[src/design/ttw_pkg.sv]
// shared types and constants for the text terminal writer
// no dependencies; imported by ttw_ctrl, ttw_dp and text_terminal_writer_unit
package ttw_pkg;

    localparam int CHAR_W     = 8;
    localparam int ATTR_W     = 8;
    localparam int CELL_W     = 16;
    localparam int IDX_W      = 11;
    localparam int OUT_ROW_W  = 5;
    localparam int OUT_COL_W  = 7;

    localparam logic [CHAR_W-1:0] NEWLINE_CODE = 8'd10;
    localparam logic [CHAR_W-1:0] SPACE_CODE   = 8'd32;
    localparam logic [ATTR_W-1:0] ATTR_RESET   = 8'd79;

    localparam logic OP_PUT  = 1'b0;
    localparam logic OP_READ = 1'b1;

    typedef enum logic [2:0] {
        ST_CLEAR,
        ST_IDLE,
        ST_READ,
        ST_COPY,
        ST_FILL
    } t_state;

    typedef enum logic [1:0] {
        LD_NONE,
        LD_PUT,
        LD_READ,
        LD_SCROLL
    } t_load;

    typedef struct packed {
        logic  put;
        logic  rd;
        logic  copy;
        logic  fill;
        logic  clear;
        t_load load;
    } t_cmd;

    typedef struct packed {
        logic out_free;
        logic put_scrolls;
        logic copy_last;
        logic fill_done;
        logic clear_done;
    } t_stat;

endpackage

[src/design/ttw_ctrl.sv]
// controller state machine of the text terminal writer
// depends on ttw_pkg; drives the command struct into ttw_dp
module ttw_ctrl (
    input  logic          i_clk,
    input  logic          i_rst_n,
    input  logic          i_s_valid,
    input  logic          i_s_op,
    input  ttw_pkg::t_stat i_stat,
    output logic          o_s_ready,
    output ttw_pkg::t_cmd o_cmd
);
    import ttw_pkg::*;

    t_state r_state;
    t_state n_state;
    logic   accept;

    always_ff @(posedge i_clk) begin
        if (!i_rst_n) begin
            r_state <= ST_CLEAR;
        end else begin
            r_state <= n_state;
        end
    end

    always_comb begin
        n_state    = r_state;
        o_s_ready  = 1'b0;
        o_cmd      = '{put: 1'b0, rd: 1'b0, copy: 1'b0, fill: 1'b0, clear: 1'b0,
                       load: LD_NONE};
        accept     = 1'b0;
        unique case (r_state)
            ST_CLEAR: begin
                o_cmd.clear = 1'b1;
                if (i_stat.clear_done) begin
                    n_state = ST_IDLE;
                end
            end
            ST_IDLE: begin
                o_s_ready = i_stat.out_free;
                accept    = i_s_valid && i_stat.out_free;
                if (accept) begin
                    if (i_s_op == OP_READ) begin
                        o_cmd.rd = 1'b1;
                        n_state  = ST_READ;
                    end else begin
                        o_cmd.put = 1'b1;
                        if (i_stat.put_scrolls) begin
                            n_state = ST_COPY;
                        end else begin
                            o_cmd.load = LD_PUT;
                        end
                    end
                end
            end
            ST_READ: begin
                o_cmd.load = LD_READ;
                n_state    = ST_IDLE;
            end
            ST_COPY: begin
                o_cmd.copy = 1'b1;
                if (i_stat.copy_last) begin
                    n_state = ST_FILL;
                end
            end
            ST_FILL: begin
                o_cmd.fill = 1'b1;
                if (i_stat.fill_done) begin
                    o_cmd.load = LD_SCROLL;
                    n_state    = ST_IDLE;
                end
            end
            default: begin
                n_state = ST_CLEAR;
            end
        endcase
    end

endmodule

[config.mk]
export PLATFORM = sky130hd
export DESIGN_NAME = ttw_ctrl
export DESIGN_NICKNAME = d
export VERILOG_FILES = /design/src/design/ttw_pkg.sv /design/src/design/ttw_ctrl.sv
export SDC_FILE = /design/constraint.sdc
export NUM_CORES = 1
export LEC_CHECK = 0
export CORE_AREA = 5 5 42 44
export CTS_BUF_LIST = sky130_fd_sc_hd__clkbuf_2 sky130_fd_sc_hd__clkbuf_4 sky130_fd_sc_hd__clkbuf_8
export CTS_CLUSTER_DIAMETER = 150
export DETAILED_ROUTE_END_ITERATION = 16
export DIE_AREA = 0 0 47 49
export DONT_BUFFER_PORTS = 1
export PLACE_DENSITY = 0.32
export SYNTH_ARGS = -nofsm -noshare
export SYNTH_HDL_FRONTEND = slang
export SYNTH_SLANG_ARGS = --single-unit
export TNS_END_PERCENT = 10
[constraint.sdc]
create_clock -name i_clk -period 1.5 [get_ports i_clk]
set_input_delay 0.15 -clock i_clk [delete_from_list [all_inputs] [get_ports i_clk]]
set_output_delay 0.15 -clock i_clk [all_outputs]
set_load 0.005 [all_outputs]
==> flow_summary.toml <==
[outcome]
status = "completed"

[global_route]
gr-usage-all-layers_pct = 7.54
grt_max_degree = 11
grt_pass1_wl_microns = 1190
antenna_found_initial = 0
globalRouteOverflowTotal = 0
grt_pass1_vias = 280

[timing]
skew_ns = 0.000283
setup_viol = 0
tightest_slew_ns = 0.250
slew_headroom_pct = 83.2
slew_violations = 0
finalHoldViolations = 0
timing.final.crit_share_pct = 95.8
fin_ws_ns = 0.0633
timing.fmax_mhz = 696
fin_setup_tns_ns = 0
fin_crit_ns = 1.44
rsz0062_at_grt = "false"

[clock_tree]
cts_tree = "yes"
cts_setup_buffers = 0
clock_latency_ns = 0.23
cts_buffers = 3
root_buffer = "clkbuf_4"
clk_pin_slew_ns = 0.04
cts_hold_buf = 0
htree_levels = 1
cts_buffer_depth = 2
cts.sinks = 3

[cells_and_area]
multiInputGateArea_sq_um = 191
n_fill_cell = 163
regArea_sq_um = 62.6
diodes = 0
layout_common_cells = "4 x nor2_1, 4 x clkbuf_4, 3 x nor3_1, 3 x and3_1, 3 x nand2_1"
drive_gt1_share_pct = 33.3
reg.largest.list = "r_state x3"
design_area_sq_um = 327
area_growth_pct = 18.6
largest_register_ffs = 3
layout.nets = 49
top_register = "r_state"

[critical_path]
worstPathCellList = "nor2_1, and3_1, nand2_1, o31ai_2"
crit_path_end_kind = "output pin"
crit_type = "reg -> out"
cp.required_ns = 1.35
critical_path_arrival_ns = 1.29
worstPathMaxFanout = 10
cp_num_buf_inv = 0
startpoint_type = "flip-flop"
slowest_stage = "dfxtp_2"
crit_family = "simple AND/OR/NAND/NOR gates"
slowest_delay_ns = 0.36

[drt]
vias = 273
avgViaCountPerCell = 4.96
ant_nets = 0
wire_per_inst_microns = 13.8
dr.pass1.iters = 2
route.detailed.drc = 0
drt_iter0_drc = 4
drt-total-wl_microns = 757

[place]
place_area_sq_um = 284
gp_congestion = 0.755
port_buffers = 0
pre_cts_slack_ns = 0.112
hpwlAfterDp_microns = 595

[pwr]
vdd_ir_drop_max_mv = 0.251
p_per_area_mw_per_mm2 = 879
leakage_nw = 0.131

[flow_run]
cap_viol_max_count = 0

[die]
dieWidth_microns = 47
start_util_pct = 19.6
fp.dieH_microns = 49
die-area_sq_mm = 0.00230
core_sq_mm = 0.00140
rows = 14
ios = 17

[synthesis]
synthCells = 36
synth_area_sq_um = 275
syn-num-nets = 45
ys_seq_elements = 3
avgSynthCellArea_sq_um = 7.65
synth.distinct_cells = 21
ys.warnings.count = 0
ys_seq_area_share_pct = 21.8

[worst_hold_path]
hp-class = "in -> reg"
## cell families (layout without fill, tap and decap cells)
logic type / after synthesis / in the layout / share of synthesized area, %
and+or+nand+nor: 19 / 19 / 40.0
AOI/OAI and AO/OA: 8 / 8 / 21.8
buffers and inverters: 5 / 8 / 12.3
DFF: 3 / 3 / 21.8
muxes: 1 / 1 / 4.09
## layer usage
layer / up-vias / global-route usage, % / part of all wire, %
met5: - / 0 / 0
met4: 0 / 6.91 / 3.0
met3: 2 / 4.43 / 8.7
met2: 11 / 11.1 / 50
met1: 125 / 6.81 / 38
li1: 135 / - / -
## final timing paths
kind	start	endpoint	slack, ns	cells past startpoint
hold / removal	i_rst_n	r_state[1]$_SDFFE_PN0P_	0.03	2
setup reg to reg	r_state[2]$_SDFFE_PN0P_	r_state[0]$_SDFFE_PN0P_	0.14	4
hold reg to reg	r_state[0]$_SDFFE_PN0P_	r_state[1]$_SDFFE_PN0P_	0.51	2
setup / recovery	r_state[1]$_SDFFE_PN0P_	o_cmd[0]	0.06	4
## area by class of cell
class	instances	area share (%)
clock buffer	4	9.20
multi-input combinational	28	58.6
timing repair buffer	2	4.60
tap	16	6.13
inverter	2	2.30
sequential	3	19.2
## cells in the mapped netlist
cell	instances	area share, %
buf_4	2	5.5
nor2_1	4	5.5
or2b_1	1	2.7
mux2_2	1	4.1
dfxtp_1	3	22
nor3_1	3	5.5
a21boi_0	1	2.7
inv_1	2	2.7
nand2_1	3	4.1
a21oi_1	1	1.8
nand3b_1	2	5.5
o22ai_1	1	2.3
o21ai_2	1	3.2
or4b_4	1	5.0
nor3b_1	1	2.7
and3_1	3	6.8
o311a_1	1	3.6
buf_6	1	4.1
or3_1	1	2.3
o31ai_1	2	5.5
o211ai_1	1	2.7
## worst reg2reg max path, stage by stage, from the launching register on
cell and delay (ns):
dfxtp_1 0.42, or4b_4 0.50, o21ai_2 0.10, o31ai_1 0.10, o311a_1 0.12
## power breakdown
part / internal, mW / switching (mW) / total [mW]
clock: 0.118 / 0.0457 / 0.164
sequential: 0.0847 / 0.00948 / 0.0942
combinational: 0.0143 / 0.0150 / 0.0293
total: 0.217 / 0.0701 / 0.287
## per-stage QoR
stage	power [mW]	cells	utilization (%)	hold WS (ns)
detailed placement	0.123	51	20.3	0.282
finish	0.287	55	23.3	0.0333
CTS	0.294	55	22.8	0.0280
global route	0.308	55	23.3	0.0178
floorplan	0.121	36	-	0.275
global placement	0.123	51	20.3	0.287
## repair_timing
action | in CTS | in global routing
pin swaps | 0 | 0
resized for setup | 1 | 3
gates cloned | 0 | 0
endpoints found under the setup margin | 1 | 2
Note: power is estimated with default switching activity, not from simulation.
